## src/rtl/i2cbm_pkg.sv

```systemverilog
// Shared types and constants for the bit-level I2C master.
// No dependencies.
package i2cbm_pkg;

    localparam int TDATA_W = 16;

    localparam logic [2:0] CMD_NONE  = 3'd0;
    localparam logic [2:0] CMD_START = 3'd1;
    localparam logic [2:0] CMD_STOP  = 3'd2;
    localparam logic [2:0] CMD_SEND  = 3'd3;
    localparam logic [2:0] CMD_WACK  = 3'd4;
    localparam logic [2:0] CMD_READ  = 3'd5;

    localparam logic [1:0] REG_START_STOP_HOLD = 2'd0;
    localparam logic [1:0] REG_WRITE_PHASE     = 2'd1;
    localparam logic [1:0] REG_READ_HALF       = 2'd2;
    localparam logic [1:0] REG_ACK_TIMEOUT     = 2'd3;

    typedef struct packed {
        logic [7:0] ack_timeout;
        logic [7:0] read_half;
        logic [7:0] write_phase;
        logic [7:0] start_stop_hold;
    } cfg_t;

    // packed from the last field down, so command sits in the low bits
    typedef struct packed {
        logic       sda_in;
        logic       send_ack;
        logic [7:0] tx_byte;
        logic [2:0] command;
    } in_item_t;

    typedef struct packed {
        logic       ack_failed;
        logic [7:0] rx_byte;
        logic       done_res;
        logic       busy_res;
        logic       sda_drive;
        logic       sda_out;
        logic       scl;
    } out_item_t;

    localparam int IN_W  = $bits(in_item_t);
    localparam int OUT_W = $bits(out_item_t);

endpackage

```

## src/rtl/i2cbm_cfg.sv

```systemverilog
// Configuration register file: timing lengths and ack timeout.
// Depends on i2cbm_pkg.
module i2cbm_cfg (
    input  logic               clk,
    input  logic               rst_n,
    input  logic               wr_en,
    input  logic [1:0]         wr_index,
    input  logic [7:0]         wr_data,
    output i2cbm_pkg::cfg_t    cfg
);
    import i2cbm_pkg::*;

    cfg_t cfg_reg;

    always_ff @(posedge clk or negedge rst_n)
    begin
        if (!rst_n)
        begin
            cfg_reg.start_stop_hold <= 8'd4;
            cfg_reg.write_phase     <= 8'd5;
            cfg_reg.read_half       <= 8'd2;
            cfg_reg.ack_timeout     <= 8'd250;
        end
        else if (wr_en)
        begin
            case (wr_index)
                REG_START_STOP_HOLD: cfg_reg.start_stop_hold <= wr_data;
                REG_WRITE_PHASE:     cfg_reg.write_phase     <= wr_data;
                REG_READ_HALF:       cfg_reg.read_half       <= wr_data;
                REG_ACK_TIMEOUT:     cfg_reg.ack_timeout     <= wr_data;
                default:             cfg_reg.ack_timeout     <= cfg_reg.ack_timeout;
            endcase
        end
    end

    assign cfg = cfg_reg;

endmodule

```

## src/rtl/i2cbm_fsm.sv

```systemverilog
// Bus sequencer: advances one timebase tick per step and gives the line levels.
// Depends on i2cbm_pkg.
module i2cbm_fsm (
    input  logic                  clk,
    input  logic                  rst_n,
    input  logic                  step,
    input  i2cbm_pkg::in_item_t   item,
    input  i2cbm_pkg::cfg_t       cfg,
    output i2cbm_pkg::out_item_t  result
);
    import i2cbm_pkg::*;

    typedef enum logic [3:0] {
        PH_IDLE, PH_S1, PH_S2, PH_P1, PH_P2, PH_P3, PH_W1, PH_W2,
        PH_W3, PH_A1, PH_A2, PH_A3, PH_R1, PH_R2, PH_K1, PH_K2
    } phase_t;

    phase_t     phase_reg, phase_next;
    logic [7:0] tick_reg, tick_next;
    logic [3:0] bit_reg, bit_next;
    logic [7:0] shift_reg, shift_next;
    logic [7:0] poll_reg, poll_next;
    logic       scl_reg, scl_next;
    logic       sda_reg, sda_next;
    logic       dir_reg, dir_next;
    logic [7:0] rx_reg, rx_next;
    logic       nack_reg, nack_next;
    logic       ackc_reg, ackc_next;
    logic       done;
    logic [7:0] len;
    logic [8:0] tick_inc;
    logic       hit;
    logic [3:0] bit_inc;

    always_comb
    begin
        case (phase_reg)
            PH_S1, PH_S2, PH_P1, PH_P3: len = cfg.start_stop_hold;
            PH_W1, PH_W2, PH_W3:        len = cfg.write_phase;
            default:                    len = cfg.read_half;
        endcase
    end

    assign tick_inc = {1'b0, tick_reg} + 9'd1;
    assign hit      = tick_inc >= {1'b0, len};
    assign bit_inc  = bit_reg + 4'd1;

    always_comb
    begin
        phase_next = phase_reg;
        tick_next  = tick_reg;
        bit_next   = bit_reg;
        shift_next = shift_reg;
        poll_next  = poll_reg;
        scl_next   = scl_reg;
        sda_next   = sda_reg;
        dir_next   = dir_reg;
        rx_next    = rx_reg;
        nack_next  = nack_reg;
        ackc_next  = ackc_reg;
        done       = 1'b0;

        case (phase_reg)
            PH_IDLE:
            begin
                case (item.command)
                    CMD_START:
                    begin
                        dir_next = 1'b1; sda_next = 1'b1; scl_next = 1'b1;
                        phase_next = PH_S1; tick_next = 8'd0;
                    end
                    CMD_STOP:
                    begin
                        dir_next = 1'b1; scl_next = 1'b0; sda_next = 1'b0;
                        phase_next = PH_P1; tick_next = 8'd0;
                    end
                    CMD_SEND:
                    begin
                        dir_next = 1'b1; scl_next = 1'b0;
                        shift_next = item.tx_byte; bit_next = 4'd0;
                        sda_next = item.tx_byte[7];
                        phase_next = PH_W1; tick_next = 8'd0;
                    end
                    CMD_WACK:
                    begin
                        nack_next = 1'b0; dir_next = 1'b0; sda_next = 1'b1;
                        phase_next = PH_A1; tick_next = 8'd0;
                    end
                    CMD_READ:
                    begin
                        dir_next = 1'b0; sda_next = 1'b1; scl_next = 1'b0;
                        bit_next = 4'd0; shift_next = 8'd0; ackc_next = item.send_ack;
                        phase_next = PH_R1; tick_next = 8'd0;
                    end
                    default:
                    begin
                        phase_next = PH_IDLE;
                    end
                endcase
            end
            PH_S1, PH_S2, PH_P1, PH_P3, PH_W1, PH_W2, PH_W3,
            PH_A1, PH_A2, PH_R1, PH_R2, PH_K1, PH_K2:
            begin
                tick_next = hit ? 8'd0 : tick_inc[7:0];
                if (hit)
                begin
                    case (phase_reg)
                        PH_S1: begin sda_next = 1'b0; phase_next = PH_S2; end
                        PH_S2: begin scl_next = 1'b0; phase_next = PH_IDLE; done = 1'b1; end
                        PH_P1: begin scl_next = 1'b1; phase_next = PH_P2; end
                        PH_P3: begin phase_next = PH_IDLE; done = 1'b1; end
                        PH_W1: begin scl_next = 1'b1; phase_next = PH_W2; end
                        PH_W2: begin scl_next = 1'b0; phase_next = PH_W3; end
                        PH_W3:
                        begin
                            bit_next   = bit_inc;
                            shift_next = {shift_reg[6:0], 1'b0};
                            if (bit_inc >= 4'd8)
                            begin
                                phase_next = PH_IDLE; done = 1'b1;
                            end
                            else
                            begin
                                sda_next = shift_reg[6];
                                phase_next = PH_W1;
                            end
                        end
                        PH_A1: begin scl_next = 1'b1; phase_next = PH_A2; end
                        PH_A2: begin poll_next = 8'd0; phase_next = PH_A3; end
                        PH_R1:
                        begin
                            scl_next   = 1'b1;
                            shift_next = {shift_reg[6:0], item.sda_in};
                            phase_next = PH_R2;
                        end
                        PH_R2:
                        begin
                            bit_next = bit_inc;
                            scl_next = 1'b0;
                            if (bit_inc >= 4'd8)
                            begin
                                rx_next  = shift_reg;
                                dir_next = 1'b1;
                                sda_next = ~ackc_reg;
                                phase_next = PH_K1;
                            end
                            else
                            begin
                                phase_next = PH_R1;
                            end
                        end
                        PH_K1: begin scl_next = 1'b1; phase_next = PH_K2; end
                        PH_K2: begin scl_next = 1'b0; phase_next = PH_IDLE; done = 1'b1; end
                        default: phase_next = PH_IDLE;
                    endcase
                end
            end
            PH_P2:
            begin
                sda_next = 1'b1; phase_next = PH_P3; tick_next = 8'd0;
            end
            PH_A3:
            begin
                if (!item.sda_in)
                begin
                    scl_next = 1'b0; phase_next = PH_IDLE; tick_next = 8'd0; done = 1'b1;
                end
                else if (poll_reg >= cfg.ack_timeout)
                begin
                    nack_next = 1'b1;
                    dir_next = 1'b1; scl_next = 1'b0; sda_next = 1'b0;
                    phase_next = PH_P1; tick_next = 8'd0;
                end
                else
                begin
                    poll_next = poll_reg + 8'd1;
                end
            end
            default:
            begin
                phase_next = PH_IDLE; tick_next = 8'd0;
            end
        endcase
    end

    always_ff @(posedge clk or negedge rst_n)
    begin
        if (!rst_n)
        begin
            phase_reg <= PH_IDLE;
            tick_reg  <= 8'd0;
            bit_reg   <= 4'd0;
            shift_reg <= 8'd0;
            poll_reg  <= 8'd0;
            scl_reg   <= 1'b1;
            sda_reg   <= 1'b1;
            dir_reg   <= 1'b1;
            rx_reg    <= 8'd0;
            nack_reg  <= 1'b0;
            ackc_reg  <= 1'b0;
        end
        else if (step)
        begin
            phase_reg <= phase_next;
            tick_reg  <= tick_next;
            bit_reg   <= bit_next;
            shift_reg <= shift_next;
            poll_reg  <= poll_next;
            scl_reg   <= scl_next;
            sda_reg   <= sda_next;
            dir_reg   <= dir_next;
            rx_reg    <= rx_next;
            nack_reg  <= nack_next;
            ackc_reg  <= ackc_next;
        end
    end

    always_comb
    begin
        result.scl        = scl_next;
        result.sda_out    = sda_next;
        result.sda_drive  = dir_next;
        result.busy_res   = (phase_next != PH_IDLE);
        result.done_res   = done;
        result.rx_byte    = rx_next;
        result.ack_failed = nack_next;
    end

endmodule

```

## src/rtl/i2c_bit_level_master_unit.sv

```systemverilog
// Bit-level I2C master top: stream ports, input and result registers.
// Depends on i2cbm_pkg, i2cbm_cfg, i2cbm_fsm.
// Path: an input transaction is held in the input register, then its result in the result register.
// Throughput: one transaction per cycle while m_axis_tready is high; the sequencer advances one tick per item.
// Reset (rst_n low, async): lines idle high and driven, sequencer idle, registers
// at their defaults, both pipeline stages empty.
module i2c_bit_level_master_unit (
    input  logic                         clk,
    input  logic                         rst_n,
    input  logic                         s_axis_tvalid,
    output logic                         s_axis_tready,
    // command[2:0], tx_byte[10:3], send_ack[11], sda_in[12], zero pad
    input  logic [i2cbm_pkg::TDATA_W-1:0] s_axis_tdata,
    output logic                         m_axis_tvalid,
    input  logic                         m_axis_tready,
    // scl[0], sda_out[1], sda_drive[2], busy_res[3], done_res[4],
    // rx_byte[12:5], ack_failed[13], zero pad
    output logic [i2cbm_pkg::TDATA_W-1:0] m_axis_tdata,
    input  logic                         cfg_valid,
    output logic                         cfg_ready,
    input  logic [1:0]                   cfg_index,
    input  logic [7:0]                   cfg_data
);
    import i2cbm_pkg::*;

    in_item_t  in_reg;
    logic      in_valid_reg;
    out_item_t out_reg;
    logic      out_valid_reg;
    logic      advance;
    cfg_t      cfg;
    out_item_t result;

    assign cfg_ready     = 1'b1;
    assign advance       = in_valid_reg && (!out_valid_reg || m_axis_tready);
    assign s_axis_tready = !in_valid_reg || !out_valid_reg || m_axis_tready;

    i2cbm_cfg u_cfg (
        .clk      (clk),
        .rst_n    (rst_n),
        .wr_en    (cfg_valid && cfg_ready),
        .wr_index (cfg_index),
        .wr_data  (cfg_data),
        .cfg      (cfg)
    );

    i2cbm_fsm u_fsm (
        .clk    (clk),
        .rst_n  (rst_n),
        .step   (advance),
        .item   (in_reg),
        .cfg    (cfg),
        .result (result)
    );

    always_ff @(posedge clk or negedge rst_n)
    begin
        if (!rst_n)
        begin
            in_valid_reg  <= 1'b0;
            out_valid_reg <= 1'b0;
        end
        else
        begin
            if (s_axis_tvalid && s_axis_tready)
                in_valid_reg <= 1'b1;
            else if (advance)
                in_valid_reg <= 1'b0;
            if (advance)
                out_valid_reg <= 1'b1;
            else if (m_axis_tready)
                out_valid_reg <= 1'b0;
        end
    end

    always_ff @(posedge clk)
    begin
        if (s_axis_tvalid && s_axis_tready)
            in_reg <= s_axis_tdata[IN_W-1:0];
        if (advance)
            out_reg <= result;
    end

    assign m_axis_tvalid = out_valid_reg;
    assign m_axis_tdata  = {{(TDATA_W-OUT_W){1'b0}}, out_reg};

    a_no_overrun: assert property (@(posedge clk) disable iff (!rst_n)
        (in_valid_reg && out_valid_reg && !m_axis_tready) |-> !s_axis_tready)
        else $error("input taken while both stages are stalled");

    a_done_idle: assert property (@(posedge clk) disable iff (!rst_n)
        (advance && result.done_res) |-> !result.busy_res)
        else $error("command completed but sequencer still busy");

    a_fail_stops: assert property (@(posedge clk) disable iff (!rst_n)
        (advance && result.ack_failed && !out_reg.ack_failed && out_valid_reg)
        |-> (!result.scl && !result.sda_out && result.sda_drive && !result.done_res))
        else $error("ack timeout did not begin a stop condition");

    a_result_held: assert property (@(posedge clk) disable iff (!rst_n)
        (m_axis_tvalid && !m_axis_tready) |=> (m_axis_tvalid && $stable(out_reg)))
        else $error("stalled result changed");

endmodule
```

## config.mk

```make
export PLATFORM = sky130hd
export DESIGN_NAME = i2c_bit_level_master_unit
export DESIGN_NICKNAME = d
export VERILOG_FILES = /design/src/rtl/i2cbm_pkg.sv /design/src/rtl/i2cbm_cfg.sv /design/src/rtl/i2cbm_fsm.sv /design/src/rtl/i2c_bit_level_master_unit.sv
export SDC_FILE = /design/constraint.sdc
export NUM_CORES = 1
export LEC_CHECK = 0
export BUFFER_PORTS_ARGS = -buffer_cell sky130_fd_sc_hd__buf_4
export CAP_MARGIN = 15
export CORE_AREA = 3 3 86 121
export DETAILED_ROUTE_END_ITERATION = 10
export DIE_AREA = 0 0 89 124
export PLACE_DENSITY_LB_ADDON = 0.25
export SKIP_CTS_REPAIR_TIMING = 1
export SLEW_MARGIN = 25
export SYNTH_ARGS = -nofsm -noshare
export SYNTH_HDL_FRONTEND = slang
export SYNTH_SLANG_ARGS = --single-unit
export TNS_END_PERCENT = 100
```

## constraint.sdc

```tcl
create_clock -name clk -period 5.6 [get_ports clk]
set_input_delay 0.84 -clock clk [delete_from_list [all_inputs] [get_ports clk]]
set_output_delay 0.84 -clock clk [all_outputs]
set_load 0.02 [all_outputs]
```

# Word-level counts from Yosys, hierarchy flattened
# Index checks and enable logic that the tools add are counted.
classes:
  addsub: 3
  order_cmp: 3
  reduce_logical: 36
  eq_ne: 33
  muxes: 65
  bitwise: 1
op_table:
  columns: ["cell", "n"]
  rows:
  - ["8-bit 2-to-1 mux", 13]
  - ["8-bit case mux with 2 select lines", 5]
  - ["4-bit case mux with 10 select lines", 1]
  - ["4-bit == test (second input constant)", 8]
  - ["8-bit case mux with 4 select lines", 1]
  - ["4-bit 2-to-1 mux", 6]
  - ["1-bit 2-to-1 mux", 23]
  - ["4-bit case mux with 5 select lines", 1]
  - ["4-bit by 3-bit == test with 1-bit output (second input constant)", 4]
  - ["4-bit case mux with 4 select lines", 1]
  - ["3-bit OR reduction", 5]
  - ["13-bit OR reduction", 1]
  - ["1-bit case mux with 2 select lines", 6]
  - ["1-bit case mux with 3 select lines", 4]
  - ["2-bit != test (second input constant)", 5]
  - ["5-bit AND reduction", 2]
  - ["5-bit OR reduction", 2]
  - ["8-bit by 1-bit adder with 9-bit output (second input constant)", 1]
  - ["9-bit by 8-bit greater-or-equal comparator with 1-bit output", 1]
  - ["8-bit by 1-bit adder with 8-bit output (second input constant)", 1]
  - ["4-bit by 2-bit == test with 1-bit output (second input constant)", 2]
  - ["8-bit greater-or-equal comparator", 1]
  - ["4-bit case mux with 2 select lines", 1]
  - ["2-bit AND reduction", 4]
  - ["27 further kinds", 42]
totals:
  ff_bits: 106
  output_inout_bits: 19
  inputBits: 31
  wordCells: 169

# Depth between registers and ports, before layout
# Gate-level depths: netlist (run 1).
depth:
  depth_word: 7
  depth_mapped: 18
  mapped_depth_nobuf: 14

# By module
# A second synthesis (run 1) with hierarchy kept.
hier_totals:
  hier_cells: 537
  area_unflattened_um2: 5819.3
by_module_without_submodules:
  columns: ["mod", "area_each_um2", "seq_area_each_um2", "cells_each", "n_inst"]
  rows:
  - ["i2cbm_fsm", 3649.8, 1129.8, 429, 1]
  - ["i2cbm_cfg", 1224.9, 813.3, 68, 1]
  - ["i2c_bit_level_master_unit", 944.7, 860.8, 40, 1]

# Worst setup path after synthesis (run 1)
# Ideal clock, no wire load.
synth_timing:
  path_kind: "register to register"
  start: "register u_fsm.phase_reg[1]"
  end: "register out_reg, in the netlist m_axis_tdata[3] (data pin)"
  t_required_ps: 5328
  path_stages_with_launch: 18
  t_arrival_ps: 3664
  period_less_slack_ps: 3936
  n_path_buf: 4
  setup_time_ps: 272
  setup_slack_ps: 1664
  cell_sequence: "dfrtp_1 -> buf_2 -> or2_2 -> buf_2 -> or2_2 -> o21ai_1 -> nor2_1 -> a21oi_1 -> ha_1 -> nand4_1 -> nor2_1 -> a311oi_4 -> and2_4 -> buf_8 -> buf_12 -> o311ai_1 -> a222oi_1 -> nand4b_1"
synth_rtl:
  columns: ["element", "line", "text"]
  rows:
  - ["start, declared", "i2cbm_fsm.sv:18", "phase_t phase_reg, phase_next;"]
  - ["start signal, assigned", "i2cbm_fsm.sv:204", "phase_reg <= phase_next;"]
  - ["end signal, assigned", "i2c_bit_level_master_unit.sv:81", "out_reg <= result;"]
  - ["end, declared", "i2c_bit_level_master_unit.sv:28", "out_item_t out_reg;"]

==> results of run 1 <==
-- area by class of cell --
class	count	area [sq um]	share of cell area
sequential	106	2804	0.4460
multi-input combinational	375	2613	0.4155
timing repair buffer	48	364.1	0.05791
clock buffer	9	225.2	0.03582
tap	110	137.6	0.02189
clock inverter	7	83.83	0.01333
inverter	16	60.06	0.009552
-- final timing paths --
path	from	end	slack (ns)	cells past startpoint
min in group clk	in_reg[11]	u_fsm.ackc_reg	0.49	1
worst min register to register	in_reg[11]	u_fsm.ackc_reg	0.49	1
worst min-delay path	rst_n	u_fsm.phase_reg[3]	0.49	1
worst max-delay path	u_fsm.phase_reg[2]	m_axis_tdata[9]	0.84	12
max in group asynchronous	rst_n	u_fsm.tick_reg[7]	4.58	1
worst max register to register	u_fsm.phase_reg[2]	m_axis_tdata[9]	0.84	12
-- metal layers --
| metal | GRT usage | part of all wire |
|---|---|---|
| met5 | 0 | 0 |
| met4 | 0.1080 | 0.034 |
| met3 | 0.05030 | 0.059 |
| met2 | 0.3987 | 0.52 |
| met1 | 0.2677 | 0.38 |
-- stage by stage --
stage	cell area, sq um	hold WS [ns]	worst slack, ns	cells
4_1_cts	6284	0.4881	0.8665	671
6_report	6287	0.4858	0.8399	671
3_3_place_gp	5974	0.4617	0.9841	655
5_1_grt	6287	0.5122	0.5965	671
3_5_place_dp	5974	0.4736	0.8843	655
2_1_floorplan	5602	0.4453	1.664	519
-- worst register-to-register path, stage by stage, from the launching register on --
cell      delay, ns
dfrtp_1        0.70
clkinv_1       0.46
nand2_1        0.15
a21oi_1        0.24
nor2_1         0.49
a21oi_1        0.16
ha_1           0.34
nand4_1        0.14
o21ai_0        0.23
o221ai_2       0.26
and2_4         0.29
nor3_2         0.65
mux2_2         0.42
-- cell usage in the layout, fill, tap and decap left out, types with 5 or more instances in the layout --
master,count
dfrtp_1,66
mux2_2,50
buf_4,47
nand2_1,44
nor2_1,43
a21oi_1,27
edfxtp_1,27
o21ai_0,26
nand3_1,22
ha_1,19
inv_1,14
dfstp_2,13
nand2b_1,10
xnor2_1,10
a31oi_1,10
clkbuf_16,9
a22o_1,7
nor3_1,7
xor2_1,6
or2_2,5
a22oi_1,5
nand4_1,5
nor4_1,5
-- logic make-up (layout without fill, tap and decap cells) --
group	Yosys count	count (layout)	synth area share
AO/OA/AOI/OAI	115	115	0.1397
XOR/XNOR	16	16	0.02503
adder cells (fa/ha/maj)	19	19	0.04247
buffers and inverters	38	80	0.03308
flip-flops	106	106	0.5009
multiplexers	53	53	0.1059
other	2	3	0.001342
AND/OR/NAND/NOR	169	169	0.1515
-- cell usage after synthesis, types with 2 or more instances --
| library cell | n | share of area |
|---|---|---|
| nor2b_1 | 3 | 0.0034 |
| edfxtp_1 | 27 | 0.14 |
| nor2_1 | 43 | 0.029 |
| o21a_1 | 4 | 0.0054 |
| a211o_1 | 2 | 0.0031 |
| o2111ai_1 | 2 | 0.0031 |
| nand2b_1 | 10 | 0.011 |
| nand3_1 | 22 | 0.020 |
| ha_1 | 19 | 0.042 |
| or2b_1 | 2 | 0.0027 |
| clkbuf_1 | 13 | 0.0087 |
| nand2_1 | 44 | 0.030 |
| o41ai_1 | 2 | 0.0031 |
| buf_4 | 3 | 0.0040 |
| a31oi_1 | 10 | 0.011 |
| a21boi_0 | 2 | 0.0027 |
| xor2_1 | 6 | 0.0094 |
| o31ai_1 | 3 | 0.0040 |
| nand4_1 | 5 | 0.0056 |
| or2_2 | 5 | 0.0056 |
| nand3b_1 | 4 | 0.0054 |
| a21oi_1 | 27 | 0.024 |
| and3_1 | 4 | 0.0045 |
| dfrtp_1 | 66 | 0.30 |
| o311ai_0 | 3 | 0.0047 |
| inv_1 | 14 | 0.0094 |
| clkinv_1 | 2 | 0.0013 |
| xnor2_1 | 10 | 0.016 |
| o21ai_0 | 26 | 0.023 |
| or3_1 | 4 | 0.0045 |
| o22ai_1 | 4 | 0.0045 |
| nor4_1 | 5 | 0.0056 |
| mux2_2 | 50 | 0.10 |
| buf_2 | 3 | 0.0027 |
| dfstp_2 | 13 | 0.061 |
| a22o_1 | 7 | 0.011 |
| mux2i_1 | 3 | 0.0054 |
| conb_1 | 2 | 0.0013 |
| a21o_1 | 2 | 0.0027 |
| a22oi_1 | 5 | 0.0067 |
| nor3_1 | 7 | 0.0063 |
-- power groups by stage --
stage               Combinational [uW]  Sequential [uW]  Clock, uW
floorplan                          742             1060          0
global placement                   922             1070          0
detailed placement                 954             1070          0
CTS                                959             1060        671
global route                      1070             1080        699
finish                             960             1060        659
==> impl_metrics.py, run 1 <==
metrics = {
    "clocking": {
        "numCtsBuffers": 9,
        "clkSinkCount": 106,
        "cts_tree": "done",
        "clkTransAtPathRegs_ns": 0.08,
        "clkLatencyLatePin_ns": 0.36,
        "root_buffer": "clkbuf_16",
        "h-tree-depth": 3,
        "clk_path_buf_depth": 2,
    },
    "synth": {
        "synth_cell_types": 71,
        "synth_ff_type": "dfrtp_1",
        "synth.avg_cell_area_sq_um": 10.81,
        "syn_inst": 518,
        "yosys_warnings": 0,
        "netlist_area_sq_mm": 0.005598,
        "synthArstFlopShare": 0.7453,
        "synth-edff-count": 27,
        "ys_seq_elements": 106,
        "yosysSeqAreaShare": 0.5009,
    },
    "timing": {
        "tns_ns": 0,
        "min_period_over_period": 0.8500,
        "finalSetupViolations": 0,
        "clock.fmax_mhz": 210.1,
        "final_max_slew_viol_count": 0,
        "rsz0062_at_grt": "false",
        "tightest_slew_ns": 0.9605,
        "hold_viol_final": 0,
        "period_needed_ns": 4.760,
        "skew_ns": 0.008125,
        "slew_headroom": 0.3575,
    },
    "setup_path": {
        "cp_top_family": "simple AND/OR/NAND/NOR gates",
        "worstSetupEndpointType": "register",
        "crit_slowest_cell": "dfrtp_1",
        "crit_required_ns": 5.71,
        "cp.buffers_inverters": 1,
        "cp.arrival_ns": 4.87,
        "worstPathMaxFanout": 18,
        "crit_top_cell": "a21oi_1",
        "cp_slowest_stage_delay_ns": 0.70,
        "worstPathCellList": "clkinv_1 > nand2_1 > a21oi_1 > nor2_1 > a21oi_1 > ha_1 > nand4_1 > o21ai_0 > o221ai_2 > and2_4 > nor3_2 > mux2_2",
        "cp-start-kind": "register",
        "critical_path_class": "register to register",
    },
    "route": {
        "vias": 4174,
        "vias_per_cell": 6.221,
        "drt_pass1_iterations": 5,
        "drt_iter0_drc": 389,
        "ant_nets": 0,
        "wl_per_cell_microns": 17.82,
        "drc": 0,
        "routed_wl_microns": 11960,
    },
    "power": {
        "power_switching_uw": 991.8,
        "irDropWorstVdd_mv": 0.2305,
        "power_frac_seq": 0.396,
        "p_int_uw": 1689,
        "power_frac_comb": 0.358,
        "cellPowerDensity_mw_per_mm2": 426.4,
        "power_uw": 2681,
        "p_leak_uw": 0.002691,
        "pwr-share-clk": 0.246,
        "swShare": 0.3699,
    },
    "global_route": {
        "antenna_found_initial": 0,
        "grt.total_usage": 0.2302,
        "grt_pass1_vias": 4037,
        "grt_pass1_wl_microns": 19550,
        "grt_overflow": 0,
        "grt_max_degree": 80,
    },
    "run_status": {
        "outcome": "finished clean",
    },
    "finish": {
        "area_growth_pct": 12.32,
        "antenna_cells": 0,
        "fin_nets": 606,
        "fillers": 730,
        "drive_gt1_frac": 0.2513,
        "largest_reg_flops": 32,
        "postLayoutCoreUtil": 0.6684,
    },
    "floorplan": {
        "dieWidth_microns": 89,
        "die_h_microns": 124,
        "dieArea_sq_mm": 0.01104,
        "num_rows": 42,
        "start_util": 0.5951,
        "core_area_sq_mm": 0.009407,
        "num_io_pins": 50,
    },
    "placement": {
        "gp_congestion": 0.9554,
        "dpl.hpwl_microns": 8550,
        "port_buffers": 43,
    },
    "worst_hold_path": {
        "holdCritPathClass": "primary input to async pin",
    },
    "flow_run": {
        "cap_violations": 0,
    },
}
Note: power is estimated with default switching activity, not from simulation.
==> run 2: changes to the inputs <==
==> constraint.sdc (replaced) <==
create_clock -name clk -period 4.69 [get_ports clk]
set_input_delay 0.7035 -clock clk [delete_from_list [all_inputs] [get_ports clk]]
set_output_delay 0.7035 -clock clk [all_outputs]
set_load 0.02 [all_outputs]
==> run 2 against run 1 <==
Compared with the run above: clock skew up 0.0034 ns; sequential power is 20% higher; setup slack got worse by 0.30 ns; via count increased by 0.74%; final area grew 1.1%; worst hold slack worse by 0.13 ns; die area did not move; combinational power up 27%.
==> impl_metrics.py, run 2 (synthesized netlist as in run 1, its figures left out) <==
metrics = {
    "run_status": {
        "outcome": "finished clean",
    },
    "timing": {
        "min_period_over_period": 0.8857,
        "rsz0062_at_grt": "false",
        "tightest_slew_ns": 0.9623,
        "skew_ns": 0.01152,
        "setup_ws_ns": 0.5362,
        "final_max_slew_viol_count": 0,
        "period_needed_ns": 4.154,
        "clock.fmax_mhz": 240.7,
        "hold_viol_final": 0,
        "slew_headroom": 0.3563,
        "finalSetupViolations": 0,
        "tns_ns": 0,
    },
    "route": {
        "vias_per_cell": 6.184,
        "drt_pass1_iterations": 6,
        "wl_met3_microns": 608,
        "routed_wl_microns": 12250,
        "vias": 4205,
        "wl_per_cell_microns": 18.02,
        "routed.top_layer": "met4",
        "drc": 0,
        "wl_met2_microns": 6588,
        "drt_iter0_drc": 467,
        "wl_met1_microns": 4703,
        "ant_nets": 0,
    },
    "setup_path": {
        "reg2reg_slack_ns": 0.54,
        "critical_path_class": "register to register",
        "crit_slowest_cell": "nor3_2",
        "worstSetupEndpointType": "register",
        "worstPathMaxFanout": 9,
        "timing.rr.end": "m_axis_tdata[9]",
        "crit_required_ns": 4.79,
        "cp.buffers_inverters": 1,
        "cp.arrival_ns": 4.26,
        "reg2reg_from": "u_fsm.phase_reg[1]",
        "rr_worst_depth": 13,
        "cp_slowest_stage_delay_ns": 0.70,
        "cp_top_family": "simple AND/OR/NAND/NOR gates",
        "worstPathCellList": "or2_2 > or2_2 > o21ai_1 > buf_4 > nor2_1 > a21oi_1 > ha_1 > a21oi_1 > a21boi_0 > o221ai_2 > and2_4 > nor3_2 > mux2_2",
        "cp-start-kind": "register",
    },
    "clocking": {
        "cts_tree": "done",
        "clkTransAtPathRegs_ns": 0.08,
        "root_buffer": "clkbuf_16",
        "clkLatencyLatePin_ns": 0.35,
        "numCtsBuffers": 9,
        "clkSinkCount": 106,
        "clk_path_buf_depth": 2,
        "h-tree-depth": 3,
    },
    "floorplan": {
        "dieArea_sq_mm": 0.01104,
        "num_io_pins": 50,
        "start_util": 0.5951,
        "dieWidth_microns": 89,
        "core_area_sq_mm": 0.009407,
        "die_h_microns": 124,
        "num_rows": 42,
    },
    "placement": {
        "pre_cts_slack_ns": 0.5727,
        "dpl.hpwl_microns": 8670,
        "gp_congestion": 0.9220,
        "port_buffers": 43,
    },
    "finish": {
        "final_cell_mix": "dfrtp_1 (66), buf_4 (56), mux2_2 (50), nand2_1 (44), nor2_1 (43)",
        "layout_commonest_cell": "dfrtp_1",
        "largest_reg_flops": 32,
        "antenna_cells": 0,
        "area_growth_pct": 13.59,
        "drive_gt1_frac": 0.2632,
        "fin_nets": 615,
    },
    "global_route": {
        "grt_overflow": 0,
        "antenna_found_initial": 0,
        "grt.total_usage": 0.2338,
        "grt_pass1_vias": 4123,
        "grt_max_degree": 80,
        "grt_pass1_wl_microns": 19820,
    },
    "power": {
        "p_leak_uw": 0.002733,
        "irDropWorstVdd_mv": 0.4082,
        "cellPowerDensity_mw_per_mm2": 516.1,
    },
    "flow_run": {
        "cap_violations": 0,
    },
    "worst_hold_path": {
        "holdCritPathClass": "primary input to async pin",
    },
}
## run 2: cell count changes in the layout (fill, tap and decap cells not counted)
cell	previous run	this run
buf_4	47	56
clkinv_4	2	1
inv_6	1	2
clkinv_2	1	0
nor3b_2	0	1
clkbuf_1	0	1
nor3b_1	1	0
## run 2: cell type report
type,instances,area (sq um)
Timing Repair Buffer,57,431.7
Clock inverter,6,78.83
Tap cell,110,137.6
Inverter,16,60.06
Multi-Input combinational cell,375,2618
Sequential cell,106,2804
Fill cell,725,3048
Clock buffer,10,229.0
## run 2: routing by layer
layer | up-vias | track usage
li1 | 1987 | -
met1 | 2047 | 0.2647
met2 | 137 | 0.4201
met3 | 34 | 0.05030
met4 | 0 | 0.09590
met5 | - | 0
## run 2: per-stage QoR
stage	hold slack [ns]	total power, uW	cell area, sq um	utilization	std cells
4_1_cts	0.4879	3286	6355	0.6756	680
6_report	0.3531	3282	6359	0.6760	680
2_1_floorplan	0.4079	2148	5602	-	519
3_5_place_dp	0.4661	2490	6047	0.6429	664
3_3_place_gp	0.4611	2441	6042	0.6423	664
5_1_grt	0.4367	3483	6359	0.6760	680
## run 2: how the worst max path moves through the flow
stage                       endpoint  cells past startpoint  slack [ns]                from
floorplan            m_axis_tdata[3]                     17        0.75  u_fsm.phase_reg[1]
global placement     m_axis_tdata[8]                     13        0.66  u_fsm.phase_reg[1]
detailed placement  m_axis_tdata[10]                     13        0.57  u_fsm.phase_reg[1]
CTS                  m_axis_tdata[9]                     13        0.55  u_fsm.phase_reg[1]
global route         m_axis_tdata[9]                     13        0.34  u_fsm.phase_reg[1]
finish               m_axis_tdata[9]                     13        0.54  u_fsm.phase_reg[1]
## run 2: where the power goes
part,switching [uW],internal (uW)
combinational,709,515
sequential,136,1130
clock,362,427
total,1210,2070
## run 2: worst register-to-register path, cell delays in order (launching register included)
cell and delay, ns:
dfrtp_1 0.48, or2_2 0.27, or2_2 0.17, o21ai_1 0.09
buf_4 0.18, nor2_1 0.40, a21oi_1 0.16, ha_1 0.34
a21oi_1 0.07, a21boi_0 0.25, o221ai_2 0.17, and2_4 0.20
nor3_2 0.71, mux2_2 0.43
==> run 3: changes to the inputs <==
--- a/config.mk
+++ b/config.mk
@@ -5,7 +5,7 @@
 export SDC_FILE = /design/constraint.sdc
 export NUM_CORES = 1
 export LEC_CHECK = 0
-export BUFFER_PORTS_ARGS = -buffer_cell sky130_fd_sc_hd__buf_4
+export BUFFER_PORTS_ARGS = -buffer_cell sky130_fd_sc_hd__buf_2
 export CAP_MARGIN = 15
 export CORE_AREA = 3 3 86 121
 export DETAILED_ROUTE_END_ITERATION = 10
==> run 3 against run 2 <==
Compared with the run above: die area did not move; critical path type unchanged; via count rose by 0.86%; final area fell by 2.1%; critical endpoint is now m_axis_tdata[7]; setup slack got worse by 0.093 ns.
==> impl_metrics.py, run 3 (synthesized netlist as in run 1, its figures left out) <==
metrics = {
    "floorplan": {
        "dieArea_sq_mm": 0.01104,
        "num_rows": 42,
        "dieWidth_microns": 89,
        "num_io_pins": 50,
        "start_util": 0.5951,
        "die_h_microns": 124,
        "core_area_sq_mm": 0.009407,
    },
    "timing": {
        "tns_ns": 0,
        "rsz0062_at_grt": "false",
        "tightest_slew_ns": 0.9365,
        "skew_ns": 0.009555,
        "final_max_slew_viol_count": 0,
        "min_period_over_period": 0.9055,
        "period_needed_ns": 4.247,
        "hold_viol_final": 0,
        "clock.fmax_mhz": 235.5,
        "finalSetupViolations": 0,
        "worst_hold_slack_ns": 0.3780,
        "slew_headroom": 0.3736,
    },
    "global_route": {
        "grt_pass1_wl_microns": 20330,
        "grt_overflow": 0,
        "grt_pass1_vias": 4287,
        "antenna_found_initial": 0,
        "grt_max_degree": 80,
        "grt.total_usage": 0.2392,
    },
    "route": {
        "drt_pass1_iterations": 5,
        "routed_wl_microns": 12350,
        "drt_iter0_drc": 398,
        "drc": 0,
        "ant_nets": 0,
        "vias": 4241,
        "vias_per_cell": 6.237,
        "wl_per_cell_microns": 18.16,
    },
    "power": {
        "pwr-share-clk": 0.230,
        "swShare": 0.3798,
        "irDropWorstVdd_mv": 0.2848,
        "power_uw": 3218,
        "power_frac_comb": 0.370,
        "p_leak_uw": 0.002678,
        "p_int_uw": 1996,
        "cellPowerDensity_mw_per_mm2": 516.9,
        "power_switching_uw": 1222,
        "power_frac_seq": 0.400,
    },
    "clocking": {
        "h-tree-depth": 3,
        "cts_tree": "done",
        "root_buffer": "clkbuf_16",
        "numCtsBuffers": 9,
        "clkSinkCount": 106,
        "clkLatencyLatePin_ns": 0.35,
        "clkTransAtPathRegs_ns": 0.08,
        "clk_path_buf_depth": 2,
    },
    "setup_path": {
        "critical_path_class": "register to register",
        "cp.arrival_ns": 4.36,
        "worstPathMaxFanout": 15,
        "crit_required_ns": 4.80,
        "worstSetupEndpointType": "register",
        "cp-start-kind": "register",
    },
    "finish": {
        "final_area_sq_mm": 0.006226,
        "fillers": 715,
        "layout_commonest_cell": "dfrtp_1",
        "area_growth_pct": 11.22,
        "multi_input_comb_area_sq_mm": 0.002618,
        "regArea_sq_mm": 0.002804,
        "final_cell_mix": "dfrtp_1 (66), mux2_2 (50), nand2_1 (44), nor2_1 (43), buf_2 (42)",
        "fin_nets": 614,
        "drive_gt1_frac": 0.2619,
        "largest_reg_flops": 32,
    },
    "placement": {
        "dpl_cell_area_sq_mm": 0.005934,
        "port_buffers": 43,
        "gp_congestion": 0.9246,
        "dpl.hpwl_microns": 8859,
    },
    "run_status": {
        "outcome": "finished clean",
    },
    "worst_hold_path": {
        "holdCritPathClass": "primary input to async pin",
    },
    "flow_run": {
        "cap_violations": 0,
    },
}
## run 3: changes by cell type in the layout (fill, tap and decap cells not counted), sizes merged
cell      before  now
clkinvlp       0    1
bufinv         1    0
buf           57   56
diode          0    1
clkinv         3    2
inv           18   19
## run 3: stage by stage
step                      setup slack, ns  cells  utilization
final                              0.4432    680       0.6619
after global routing               0.1598    679       0.6616
after CTS                          0.4216    679       0.6612
after detailed placement           0.4618    663       0.6309
after global placement             0.6117    663       0.6304
after floorplan                    0.7540    519            -
## run 3: worst paths after layout
kind | start | cells past startpoint | end | slack, ns
min in group clk | in_reg[11] | 1 | u_fsm.ackc_reg | 0.49
setup / recovery | u_fsm.phase_reg[1] | 13 | m_axis_tdata[7] | 0.44
max in group asynchronous | rst_n | 1 | u_fsm.tick_reg[3] | 3.83
hold reg to reg | in_reg[11] | 1 | u_fsm.ackc_reg | 0.49
setup reg to reg | u_fsm.phase_reg[1] | 13 | m_axis_tdata[7] | 0.44
hold / removal | rst_n | 1 | u_fsm.phase_reg[3] | 0.38
## run 3: final cells by class
| class | instances | share of cell area |
|---|---|---|
| diodes | 1 | 0.0004019 |
| flip-flops and latches | 106 | 0.4504 |
| inverters | 16 | 0.009646 |
| clock inverters | 6 | 0.009043 |
| repair buffers | 56 | 0.05125 |
| clock buffers | 10 | 0.03678 |
| multi-input cells | 375 | 0.4204 |
| well taps | 110 | 0.02211 |
## run 3: layer usage
layer  GRT usage  wire length (microns)  vias to the layer above
met3     0.04831                    662                       41
met5           0                      0                        -
met1      0.2781                   4706                     2048
met2      0.4182                   6593                      158
met4      0.1099                    390                        0
li1            -                      -                     1994
## run 3: critical path, stage by stage, from the launching register on
cell      delay, ns
dfrtp_1        0.52
or2_2          0.27
or2_2          0.17
o21ai_1        0.08
buf_4          0.18
nor2_1         0.42
a21oi_1        0.17
ha_1           0.34
nand4_1        0.12
o21ai_0        0.23
o221ai_2       0.15
and2_4         0.23
nor3_2         0.68
mux2_2         0.42
## run 3: power by group through the flow
stage                     Clock [uW]  Sequential [uW]  Combinational (uW)
after floorplan                    0             1260                 886
after global placement             0             1290                1120
after detailed placement           0             1300                1170
after CTS                        753             1280                1180
after global routing             790             1310                1330
final                            741             1290                1190
